File: src/sv/sws_pkg.sv
`default_nettype none
package sws_pkg;

  // Sizing of the window store and of the sample datapath.
  localparam int MAX_WINDOW  = 16;
  localparam int SAMPLE_BITS = 32;
  localparam int IDX_W       = $clog2(MAX_WINDOW);
  localparam int LEN_W       = $clog2(MAX_WINDOW + 1);
  localparam int SUM_W       = SAMPLE_BITS + IDX_W;
  localparam int DCNT_W      = $clog2(SUM_W + 1);

  // Fixed field widths of the ports.
  localparam int IN_DATA_W  = 32;
  localparam int OUT_W      = 32;
  localparam int CNT_W      = 16;
  localparam int WLEN_W     = 5;
  localparam int MINS_W     = 16;
  localparam int CFG_IDX_W  = 2;
  localparam int CFG_DATA_W = 16;
  localparam int OUT_DATA_W = 216;

  localparam int RESET_WLEN = 16;
  localparam int RESET_WIN  = (RESET_WLEN > MAX_WINDOW) ? MAX_WINDOW : RESET_WLEN;

  // Configuration register indexes.
  localparam logic [CFG_IDX_W-1:0] REG_WINDOW_LEN  = 2'd0;
  localparam logic [CFG_IDX_W-1:0] REG_MIN_SAMPLES = 2'd1;

  // What the store read issued in a cycle is meant for.
  typedef enum logic [1:0] {
    RD_NONE   = 2'd0,
    RD_OLDEST = 2'd1,
    RD_NEWEST = 2'd2,
    RD_SCAN   = 2'd3
  } rd_kind_e;

  // Commands from the controller to the datapath.
  typedef struct packed {
    logic     in_load;
    logic     update;
    rd_kind_e rd;
    logic     scan_start;
    logic     div_start;
    logic     div_step;
    logic     out_load;
  } cmd_t;

  // Status from the datapath to the controller.
  typedef struct packed {
    logic stats_ready;
    logic scan_last;
    logic div_done;
    logic out_busy;
  } status_t;

endpackage
`default_nettype wire

File: src/sv/sws_ram.sv
`default_nettype none
module sws_ram #(
  parameter int WIDTH = 32,
  parameter int DEPTH = 16
) (
  input  wire                     clk_i,
  input  wire                     we_i,
  input  wire [$clog2(DEPTH)-1:0] waddr_i,
  input  wire [WIDTH-1:0]         wdata_i,
  input  wire [$clog2(DEPTH)-1:0] raddr_i,
  output logic [WIDTH-1:0]        rdata_o
);

  logic [WIDTH-1:0] mem_q [DEPTH];

  // One write port and one registered read port.
  always_ff @(posedge clk_i) begin
    if (we_i) begin
      mem_q[waddr_i] <= wdata_i;
    end
    rdata_o <= mem_q[raddr_i];
  end

endmodule
`default_nettype wire

File: src/sv/sws_ctrl.sv
`default_nettype none
module sws_ctrl
  import sws_pkg::*;
(
  input  wire     clk_i,
  input  wire     rst_ni,
  input  wire     in_valid_i,
  input  status_t status_i,
  output logic    in_ready_o,
  output cmd_t    cmd_o
);

  typedef enum logic [8:0] {
    ST_IDLE  = 9'b0_0000_0001,
    ST_UPD   = 9'b0_0000_0010,
    ST_RDO   = 9'b0_0000_0100,
    ST_RDN   = 9'b0_0000_1000,
    ST_SCAN  = 9'b0_0001_0000,
    ST_DRAIN = 9'b0_0010_0000,
    ST_PREP  = 9'b0_0100_0000,
    ST_DIV   = 9'b0_1000_0000,
    ST_OUT   = 9'b1_0000_0000
  } state_e;

  state_e state_q, state_d;

  // Sequencing of one word: update, two reads, scan and divide when statistics are ready, deliver.
  always_comb begin
    state_d    = state_q;
    cmd_o      = '0;
    cmd_o.rd   = RD_NONE;
    in_ready_o = 1'b0;
    case (state_q)
      ST_IDLE: begin
        in_ready_o    = 1'b1;
        cmd_o.in_load = in_valid_i;
        if (in_valid_i) begin
          state_d = ST_UPD;
        end
      end
      ST_UPD: begin
        cmd_o.update = 1'b1;
        state_d      = ST_RDO;
      end
      ST_RDO: begin
        cmd_o.rd = RD_OLDEST;
        state_d  = ST_RDN;
      end
      ST_RDN: begin
        cmd_o.rd         = RD_NEWEST;
        cmd_o.scan_start = 1'b1;
        state_d          = status_i.stats_ready ? ST_SCAN : ST_DRAIN;
      end
      ST_SCAN: begin
        cmd_o.rd = RD_SCAN;
        if (status_i.scan_last) begin
          state_d = ST_DRAIN;
        end
      end
      ST_DRAIN: begin
        // The last read lands on this edge: in the sorting row and sum, else in newest.
        if (status_i.stats_ready) begin
          state_d = ST_PREP;
        end else begin
          state_d = ST_OUT;
        end
      end
      ST_PREP: begin
        // Sum and sorted row are complete; load the divider and the median.
        cmd_o.div_start = 1'b1;
        state_d         = ST_DIV;
      end
      ST_DIV: begin
        if (status_i.div_done) begin
          state_d = ST_OUT;
        end else begin
          cmd_o.div_step = 1'b1;
        end
      end
      ST_OUT: begin
        if (!status_i.out_busy) begin
          cmd_o.out_load = 1'b1;
          state_d        = ST_IDLE;
        end
      end
      default: begin
        state_d = ST_IDLE;
      end
    endcase
  end

  always_ff @(posedge clk_i or negedge rst_ni) begin
    if (!rst_ni) begin
      state_q <= ST_IDLE;
    end else begin
      state_q <= state_d;
    end
  end

endmodule
`default_nettype wire

File: src/sv/sws_dpath.sv
`default_nettype none
module sws_dpath
  import sws_pkg::*;
(
  input  wire                    clk_i,
  input  wire                    rst_ni,
  input  cmd_t                   cmd_i,
  output status_t                status_o,
  input  wire  [IN_DATA_W-1:0]   in_data_i,
  input  wire                    in_clear_i,
  input  wire                    cfg_we_i,
  input  wire  [CFG_IDX_W-1:0]   cfg_index_i,
  input  wire  [CFG_DATA_W-1:0]  cfg_data_i,
  output logic                   out_valid_o,
  input  wire                    out_ready_i,
  output logic [OUT_DATA_W-1:0]  out_data_o
);

  logic [WLEN_W-1:0]             window_len_q;
  logic [MINS_W-1:0]             min_samples_q;
  logic signed [SAMPLE_BITS-1:0] sample_q;
  logic                          clear_q;
  logic [CNT_W-1:0]              cnt_q;
  logic [IDX_W-1:0]              wi_q;
  logic signed [SAMPLE_BITS-1:0] oldest_q, newest_q, median_q;
  rd_kind_e                      rd_kind_q;
  logic [IDX_W-1:0]              scan_idx_q;
  logic [LEN_W-1:0]              ins_n_q;
  logic signed [SAMPLE_BITS-1:0] sorted_q [MAX_WINDOW];
  logic signed [SAMPLE_BITS-1:0] sorted_d [MAX_WINDOW];
  logic signed [SUM_W-1:0]       sum_q;
  logic [SUM_W-1:0]              dq_q;
  logic [LEN_W-1:0]              rem_q;
  logic [DCNT_W-1:0]             dcnt_q;
  logic                          neg_q;
  logic                          out_valid_q;
  logic [OUT_DATA_W-1:0]         out_data_q;

  logic [LEN_W-1:0]              win, len, win_m1;
  logic [IDX_W:0]                wi_inc;
  logic [IDX_W-1:0]              wi_next, oldest_pos, raddr;
  logic                          has, ready;
  logic signed [SAMPLE_BITS-1:0] rdata;
  logic                          gt [MAX_WINDOW];

  // Effective window: zero acts as one, large values clip to the store depth.
  always_comb begin
    if (window_len_q == '0) begin
      win = LEN_W'(1);
    end else if (32'(window_len_q) > 32'(MAX_WINDOW)) begin
      win = LEN_W'(MAX_WINDOW);
    end else begin
      win = LEN_W'(window_len_q);
    end
    win_m1 = win - LEN_W'(1);
  end

  // Ring pointers and window fill.
  always_comb begin
    wi_inc  = {1'b0, wi_q} + 1'b1;
    wi_next = (wi_inc >= win) ? '0 : wi_inc[IDX_W-1:0];
    len     = (cnt_q < win) ? LEN_W'(cnt_q) : win;
    has     = (len != '0);
    ready   = has && (cnt_q >= min_samples_q);
    oldest_pos = (cnt_q >= win) ? wi_next : '0;
    case (cmd_i.rd)
      RD_OLDEST: raddr = oldest_pos;
      RD_NEWEST: raddr = wi_q;
      RD_SCAN:   raddr = scan_idx_q;
      default:   raddr = wi_q;
    endcase
  end

  sws_ram #(
    .WIDTH (SAMPLE_BITS),
    .DEPTH (MAX_WINDOW)
  ) u_store (
    .clk_i   (clk_i),
    .we_i    (cmd_i.update && !clear_q),
    .waddr_i (wi_next),
    .wdata_i (sample_q),
    .raddr_i (raddr),
    .rdata_o (rdata)
  );

  // Insertion of one read sample into the sorted row; larger entries move up.
  always_comb begin
    for (int k = 0; k < MAX_WINDOW; k++) begin
      gt[k] = (k >= int'(ins_n_q)) || (sorted_q[k] > rdata);
    end
    sorted_d[0] = gt[0] ? rdata : sorted_q[0];
    for (int k = 1; k < MAX_WINDOW; k++) begin
      if (!gt[k]) begin
        sorted_d[k] = sorted_q[k];
      end else if (gt[k-1]) begin
        sorted_d[k] = sorted_q[k-1];
      end else begin
        sorted_d[k] = rdata;
      end
    end
  end

  // Median from the sorted row; an even length averages the middle pair.
  logic signed [SAMPLE_BITS-1:0] mid_hi, mid_lo;
  logic signed [SAMPLE_BITS:0]   mid_sum, mid_adj;
  logic signed [SAMPLE_BITS-1:0] median_d;
  always_comb begin
    mid_hi   = sorted_q[IDX_W'(len >> 1)];
    mid_lo   = sorted_q[IDX_W'((len >> 1) - LEN_W'(1))];
    mid_sum  = (SAMPLE_BITS+1)'(mid_hi) + (SAMPLE_BITS+1)'(mid_lo);
    mid_adj  = mid_sum + (SAMPLE_BITS+1)'(mid_sum[SAMPLE_BITS]);
    median_d = len[0] ? mid_hi : SAMPLE_BITS'(mid_adj >>> 1);
  end

  // One restoring division step on the magnitude of the window sum.
  logic [LEN_W:0] rem_sh, rem_sub;
  logic           q_bit;
  always_comb begin
    rem_sh  = {rem_q, dq_q[SUM_W-1]};
    q_bit   = (rem_sh >= {1'b0, len});
    rem_sub = rem_sh - {1'b0, len};
  end

  // Result word assembly.
  logic [SUM_W-1:0]              quot;
  logic signed [SAMPLE_BITS-1:0] avg_s, old_o, new_o, avg_o, med_o, min_o, max_o;
  always_comb begin
    quot  = neg_q ? (-dq_q) : dq_q;
    avg_s = SAMPLE_BITS'(quot);
    old_o = has ? oldest_q : '0;
    new_o = has ? newest_q : '0;
    avg_o = ready ? avg_s : '0;
    med_o = ready ? median_q : '0;
    min_o = ready ? sorted_q[0] : '0;
    max_o = ready ? sorted_q[IDX_W'(win_m1 - (win - len))] : '0;
  end

  // Control registers: configuration, counters, output handshake.
  always_ff @(posedge clk_i or negedge rst_ni) begin
    if (!rst_ni) begin
      window_len_q  <= WLEN_W'(RESET_WLEN);
      min_samples_q <= MINS_W'(1);
      cnt_q         <= '0;
      wi_q          <= IDX_W'(RESET_WIN - 1);
      rd_kind_q     <= RD_NONE;
      out_valid_q   <= 1'b0;
    end else begin
      rd_kind_q <= cmd_i.rd;
      if (cfg_we_i && cfg_index_i == REG_WINDOW_LEN) begin
        window_len_q <= cfg_data_i[WLEN_W-1:0];
        cnt_q        <= '0;
        // The history restarts against the newly written window.
        if (cfg_data_i[WLEN_W-1:0] == '0) begin
          wi_q <= '0;
        end else if (32'(cfg_data_i[WLEN_W-1:0]) > 32'(MAX_WINDOW)) begin
          wi_q <= IDX_W'(MAX_WINDOW - 1);
        end else begin
          wi_q <= IDX_W'(cfg_data_i[WLEN_W-1:0] - WLEN_W'(1));
        end
      end else if (cmd_i.update) begin
        if (clear_q) begin
          cnt_q <= '0;
          wi_q  <= IDX_W'(win_m1);
        end else begin
          wi_q <= wi_next;
          if (cnt_q != '1) begin
            cnt_q <= cnt_q + 1'b1;
          end
        end
      end
      if (cfg_we_i && cfg_index_i == REG_MIN_SAMPLES) begin
        min_samples_q <= cfg_data_i[MINS_W-1:0];
      end
      if (cmd_i.out_load) begin
        out_valid_q <= 1'b1;
      end else if (out_ready_i) begin
        out_valid_q <= 1'b0;
      end
    end
  end

  // Payload registers.
  always_ff @(posedge clk_i) begin
    if (cmd_i.in_load) begin
      sample_q <= SAMPLE_BITS'(in_data_i);
      clear_q  <= in_clear_i;
    end
    case (rd_kind_q)
      RD_OLDEST: oldest_q <= rdata;
      RD_NEWEST: newest_q <= rdata;
      RD_SCAN: begin
        sorted_q <= sorted_d;
        sum_q    <= sum_q + SUM_W'(rdata);
        ins_n_q  <= ins_n_q + 1'b1;
      end
      default: begin
      end
    endcase
    if (cmd_i.scan_start) begin
      scan_idx_q <= '0;
      ins_n_q    <= '0;
      sum_q      <= '0;
    end else if (cmd_i.rd == RD_SCAN) begin
      scan_idx_q <= scan_idx_q + 1'b1;
    end
    if (cmd_i.div_start) begin
      dq_q     <= sum_q[SUM_W-1] ? (-sum_q) : sum_q;
      neg_q    <= sum_q[SUM_W-1];
      rem_q    <= '0;
      dcnt_q   <= DCNT_W'(SUM_W);
      median_q <= median_d;
    end else if (cmd_i.div_step) begin
      rem_q  <= q_bit ? rem_sub[LEN_W-1:0] : rem_sh[LEN_W-1:0];
      dq_q   <= {dq_q[SUM_W-2:0], q_bit};
      dcnt_q <= dcnt_q - 1'b1;
    end
    if (cmd_i.out_load) begin
      out_data_q <= {1'b0, OUT_W'(max_o), OUT_W'(min_o), OUT_W'(med_o), OUT_W'(avg_o),
                     OUT_W'(new_o), OUT_W'(old_o), ready, has, WLEN_W'(len), cnt_q};
    end
  end

  assign status_o.stats_ready = ready;
  assign status_o.scan_last   = (32'(scan_idx_q) + 32'd1 >= 32'(len));
  assign status_o.div_done    = (dcnt_q == '0);
  assign status_o.out_busy    = out_valid_q && !out_ready_i;
  assign out_valid_o          = out_valid_q;
  assign out_data_o           = out_data_q;

endmodule
`default_nettype wire

File: src/sv/sliding_window_statistics.sv
// Sliding-window statistics over signed samples. Each input word either clears
// the history (tuser set) or pushes one sample into a 16-entry ring store, and
// every input word yields exactly one result word: saturating sample count,
// filled length, oldest and newest sample, and the truncated mean, median,
// minimum and maximum of the window (zero until the statistics are ready).
// When statistics are ready, the store is scanned one entry a cycle into a
// sorting row, then a one-bit-per-cycle divider forms the mean; otherwise
// both steps are skipped. A finished result waits while an unread result
// holds the output register. One item is in work at a time; the next input
// is taken as soon as the result sits in the output register.
// Configuration writes are always accepted and belong between items; writing
// the window length clears the history.
`default_nettype none
module sliding_window_statistics
  import sws_pkg::*;
(
  input  wire                    clk_i,
  input  wire                    rst_ni,
  input  wire                    s_axis_tvalid,
  output logic                   s_axis_tready,
  input  wire  [IN_DATA_W-1:0]   s_axis_tdata,   // sample
  input  wire  [0:0]             s_axis_tuser,   // clear
  output logic                   m_axis_tvalid,
  input  wire                    m_axis_tready,
  // sample_count, filled_length, has_samples, stats_ready, oldest, newest,
  // average, median, minimum, maximum, then one zero pad bit
  output logic [OUT_DATA_W-1:0]  m_axis_tdata,
  input  wire                    cfg_valid_i,
  output logic                   cfg_ready_o,
  input  wire  [CFG_IDX_W-1:0]   cfg_index_i,
  input  wire  [CFG_DATA_W-1:0]  cfg_data_i
);

  cmd_t    cmd;
  status_t status;

  assign cfg_ready_o = 1'b1;

  sws_ctrl u_ctrl (
    .clk_i      (clk_i),
    .rst_ni     (rst_ni),
    .in_valid_i (s_axis_tvalid),
    .status_i   (status),
    .in_ready_o (s_axis_tready),
    .cmd_o      (cmd)
  );

  sws_dpath u_dpath (
    .clk_i       (clk_i),
    .rst_ni      (rst_ni),
    .cmd_i       (cmd),
    .status_o    (status),
    .in_data_i   (s_axis_tdata),
    .in_clear_i  (s_axis_tuser[0]),
    .cfg_we_i    (cfg_valid_i),
    .cfg_index_i (cfg_index_i),
    .cfg_data_i  (cfg_data_i),
    .out_valid_o (m_axis_tvalid),
    .out_ready_i (m_axis_tready),
    .out_data_o  (m_axis_tdata)
  );

  // A new word is never taken on the cycle right after one was accepted.
  a_busy_after_accept: assert property (@(posedge clk_i) disable iff (!rst_ni)
    s_axis_tvalid && s_axis_tready |=> !s_axis_tready)
    else $error("input accepted while previous word in work");

  // A result is loaded only into an empty or draining output register.
  a_no_overwrite: assert property (@(posedge clk_i) disable iff (!rst_ni)
    cmd.out_load && m_axis_tvalid |-> m_axis_tready)
    else $error("pending result overwritten");

  // Ready statistics imply a non-empty window.
  a_ready_has: assert property (@(posedge clk_i) disable iff (!rst_ni)
    m_axis_tvalid |-> !(m_axis_tdata[22] && !m_axis_tdata[21]))
    else $error("statistics ready on an empty window");

endmodule
`default_nettype wire
File: config.mk
export PLATFORM = sky130hd
export DESIGN_NAME = sliding_window_statistics
export DESIGN_NICKNAME = d
export VERILOG_FILES = /design/src/sv/sws_pkg.sv /design/src/sv/sws_ram.sv /design/src/sv/sws_ctrl.sv /design/src/sv/sws_dpath.sv /design/src/sv/sliding_window_statistics.sv
export SDC_FILE = /design/constraint.sdc
export NUM_CORES = 2
export LEC_CHECK = 0
export BUFFER_PORTS_ARGS = -buffer_cell sky130_fd_sc_hd__buf_4
export CAP_MARGIN = 20
export CORE_UTILIZATION = 30
export DETAILED_ROUTE_END_ITERATION = 16
export RECOVER_POWER = 50
export SLEW_MARGIN = 20
export SYNTH_ARGS = -nofsm -noshare
export SYNTH_HDL_FRONTEND = slang
export SYNTH_HIERARCHICAL = 1
export SYNTH_SLANG_ARGS = --single-unit
File: constraint.sdc
create_clock -name clk_i -period 17.45 [get_ports clk_i]
set_input_delay 3.49 -clock clk_i [delete_from_list [all_inputs] [get_ports clk_i]]
set_output_delay 3.49 -clock clk_i [all_outputs]
set_load 0.01 [all_outputs]
==> results.json <==
{
  "place_congestion": 0.996,
  "power_density_nw_per_um2": 192,
  "start_kind": "flop",
  "cts_buffers": 182,
  "num_vias": 69246,
  "clk_pin_slew_ns": 0.06,
  "final_core_util_pct": 34.6,
  "grt_max_degree": 139,
  "synthArstFlopShare_pct": 3.43,
  "drtPass1Iterations": 9,
  "multiInputGateArea_um2": 42900,
  "fin_skew_ns": 0.118,
  "synth_edf_count": 1405,
  "maxCapViolations": 61,
  "worstMarginPinSlew_ns": 9.11,
  "ctsResizeCount": 0,
  "ys_seq_area_share_pct": 50.4,
  "status": "finished with violations",
  "drive_gt1_share_pct": 19.1,
  "layout.cells.non_filler": 11948,
  "fin_crit_sh_pct": 75.5,
  "yosysWarningCount": 6,
  "regArea_um2": 45300,
  "violations": "capacitance limit, slew limit",
  "core_area_um2": 298000,
  "area_growth_pct": 14.4,
  "clock-root-buffer": "clkbuf_16",
  "htree_num_levels": 4,
  "synth_xor_area_share_pct": 1.80,
  "required_ns": 17.90,
  "fp-row-count": 200,
  "yosys_register_bits": 1546,
  "rsz0062_at_grt": "no",
  "yosys-top-cells-area": "edfxtp_1 47%, ha_1 8.7%, mux4_2 6.5%",
  "grt.total_usage_pct": 23.4,
  "hpwl_mm": 249,
  "viasPerCell": 5.80,
  "overflow": 0,
  "grt_pass1_vias": 65903,
  "syn_area_per_cell_um2": 11.8,
  "yosys.area_share.simple_pct": 13.4,
  "finalHoldViolCount": 0,
  "die_area_um2": 302000,
  "grt_pass1_wl_mm": 507,
  "wl_mm": 365,
  "drc": 0,
  "die_width_um": 549,
  "drtIter0Drc": 9560,
  "antenna_found_initial": 33,
  "arrival_ns": 13.62,
  "ant_nets": 0,
  "synth_top_family_by_area": "multiplexers",
  "clock_latency_ns": 0.91,
  "ys.flop_type": "edfxtp_1",
  "power_frac_comb_pct": 57.2,
  "hold_path.class": "reg2reg",
  "clockBufferDepth": 4,
  "switchingPower_mw": 9.20,
  "ys_types": 91,
  "critPathMaxFanout": 89,
  "fillers": 29059,
  "switching_share_pct": 46.5,
  "crit_type": "reg2reg",
  "cts-hold-fix-buffers": 0,
  "syn_area_um2": 89900,
  "cts_setup_buffers": 0,
  "p_clk_share_pct": 19.7,
  "pin_count": 275,
  "fin_nets": 8524,
  "wl_per_cell_um": 30.5,
  "muxShareOfSynthArea_pct": 13.8,
  "p_seq_share_pct": 23.0,
  "synth-compound-area-share_pct": 9.40,
  "synth_top_area_share_pct": 46.9,
  "ir_drop_v": 0.000262,
  "relSlewSlack_pct": -507,
  "die_y_um": 549,
  "crit_path_end_kind": "flop",
  "placed_area_um2": 97200,
  "syn_inst": 7646,
  "cts_sinks": 1546,
  "start_util_pct": 30.2,
  "setup_viol": 0,
  "max_freq_ghz": 0.0759,
  "drv_slew": 1684,
  "finalSetupTns_ns": 0,
  "p_leak_nw": 37.3,
  "dpl.cell_count": 11593,
  "port_buffers": 272,
  "min_period_ns": 13.17,
  "synth.net_count": 8331,
  "p_int_mw": 10.6,
  "stdcell_area_um2": 103000,
  "synth_top_area_cell": "edfxtp_1",
  "cts_tree": "done",
  "synthAdderAreaFrac_pct": 8.79
}
[stage by stage]
stage | setup slack, ns | power, mW | hold WS (ns)
5_1_grt | 3.39 | 20.6 | 0.506
6_report | 4.28 | 19.8 | 0.485
2_1_floorplan | 3.40 | 11.7 | 0.406
3_5_place_dp | 6.54 | 15.6 | 0.481
3_3_place_gp | 6.62 | 15.5 | 0.459
4_1_cts | 6.51 | 19.6 | 0.492
[flip-flops by register name (all words and copies together) (netlist names), 36 cells and up]
signal                 count
u_dpath/sorted_q         512
u_dpath/u_store/mem_q    512
u_dpath/out_data_o       215
u_dpath/dq_q              36
u_dpath/sum_q             36
[cell type report]
| type | count | area share [%] |
|---|---|---|
| Clock inverter | 90 | 0.964 |
| Sequential cell | 1546 | 44.0 |
| Inverter | 124 | 0.468 |
| Tap cell | 3939 | 4.79 |
| Antenna cell | 18 | 0.0438 |
| Clock buffer | 246 | 4.85 |
| Timing Repair Buffer | 463 | 3.12 |
| Multi-Input combinational cell | 5522 | 41.7 |
[kinds of logic (layout without fill, tap and decap cells)]
family                   after synthesis  after routing
adder cells (fa/ha/maj)              630            630
AND/OR/NAND/NOR                     2581           2581
other                                  2             20
XOR/XNOR                             185            185
AO/OA/AOI/OAI                       1277           1277
flip-flops                          1546           1546
multiplexers                         847            847
buffers and inverters                578            923
[metal layers]
| metal | track usage (%) | wire, um | vias to the layer above | part of all wire, % |
|---|---|---|---|---|
| li1 | - | - | 29624 | - |
| met1 | 30.6 | 146000 | 34680 | 40 |
| met2 | 35.0 | 157000 | 4037 | 43 |
| met3 | 5.85 | 37300 | 893 | 10 |
| met4 | 13.9 | 24300 | 12 | 6.7 |
| met5 | 0 | 76 | - | 0.021 |
[Yosys cell counts, types with 11 or more instances]
cell         n
a21o_1     163
xor2_1     118
mux2_2     511
nand4_1    118
nand2b_1    57
clkbuf_1   385
nand3b_1    11
nand2_1   1177
xnor2_1     67
nor2_1     264
a21oi_1    287
edfxtp_1  1405
dfxtp_1     88
or3_1       30
dfrtp_1     46
and3_1      63
nor4_1      22
a311oi_1   133
o31ai_1     22
o22ai_1     86
a221oi_1    11
mux2i_1     76
or2_2       16
nor3_1      62
o41ai_1     14
o21ai_0    204
and2_1     145
buf_1       49
a211oi_1    31
or4_1       17
inv_1      123
buf_4       13
o21a_1      63
a31oi_1     90
ha_1       626
o211ai_1    28
a22oi_1     65
nand3_1    467
mux4_2     260
nor2b_1     89
[path summary, 6_finish.rpt]
path,startpoint,to,slack [ns],cells after the start
max,u_dpath/window_len_q[4],u_dpath/out_data_o[188],4.28,15
max reg2reg,u_dpath/window_len_q[4],u_dpath/out_data_o[188],4.28,15
min reg2reg,u_dpath/min_samples_q[4],u_dpath/min_samples_q[4],0.49,2
min,u_dpath/min_samples_q[4],u_dpath/min_samples_q[4],0.49,2
min in group asynchronous,rst_ni,u_dpath/min_samples_q[9],3.67,1
max in group asynchronous,rst_ni,u_dpath/rd_kind_q[0],12.01,1
[cells in the final DEF, fill, tap and decap left out, types with 19 or more instances in the layout]
cell type  instances
a21oi_1          280
buf_4            352
nor2b_1           86
or4_1             19
clkbuf_1         128
nand4_1          118
a31oi_1           88
or3_1             31
mux2i_1           73
mux4_2           260
edfxtp_1        1405
and2_1           133
clkbuf_16        184
clkinv_2          20
dfrtp_1           46
a211oi_1          31
nor2_1           247
xnor2_1           62
nand3_1          467
nor4_1            20
xor2_1           118
ha_1             626
and3_1            65
clkbuf_4          26
nor3_1            60
a22oi_1           65
o22ai_1           83
o21a_1            63
a311oi_1         133
a21o_1           163
o21ai_0          204
o31ai_1           22
inv_1            118
clkinv_1          25
dfxtp_1           88
nand2_1         1173
o211ai_1          28
mux2_2           510
nand2b_1          57
[worst max-delay path: stages, from the launching register on]
cell      delay [ns]
dfstp_2         0.42
nor2b_1         0.50
inv_1           0.19
ha_1            0.32
nand3_1         0.09
o211ai_1        0.19
buf_4           0.28
nor2_1          0.11
a21oi_4         0.12
clkbuf_1        6.28
inv_2           0.20
fa_4            1.60
buf_4           0.87
mux4_2          0.41
mux2i_1         0.12
o22ai_1         0.94
[power by group through the flow]
stage	logic, mW	registers (mW)	clock network [mW]
2_1_floorplan	7.08	4.61	0
3_3_place_gp	10.9	4.61	0
3_5_place_dp	11.0	4.62	0
4_1_cts	11.0	4.55	3.98
5_1_grt	12.0	4.57	4.10
6_report	11.3	4.55	3.90
Note: power is estimated with default switching activity, not from simulation.
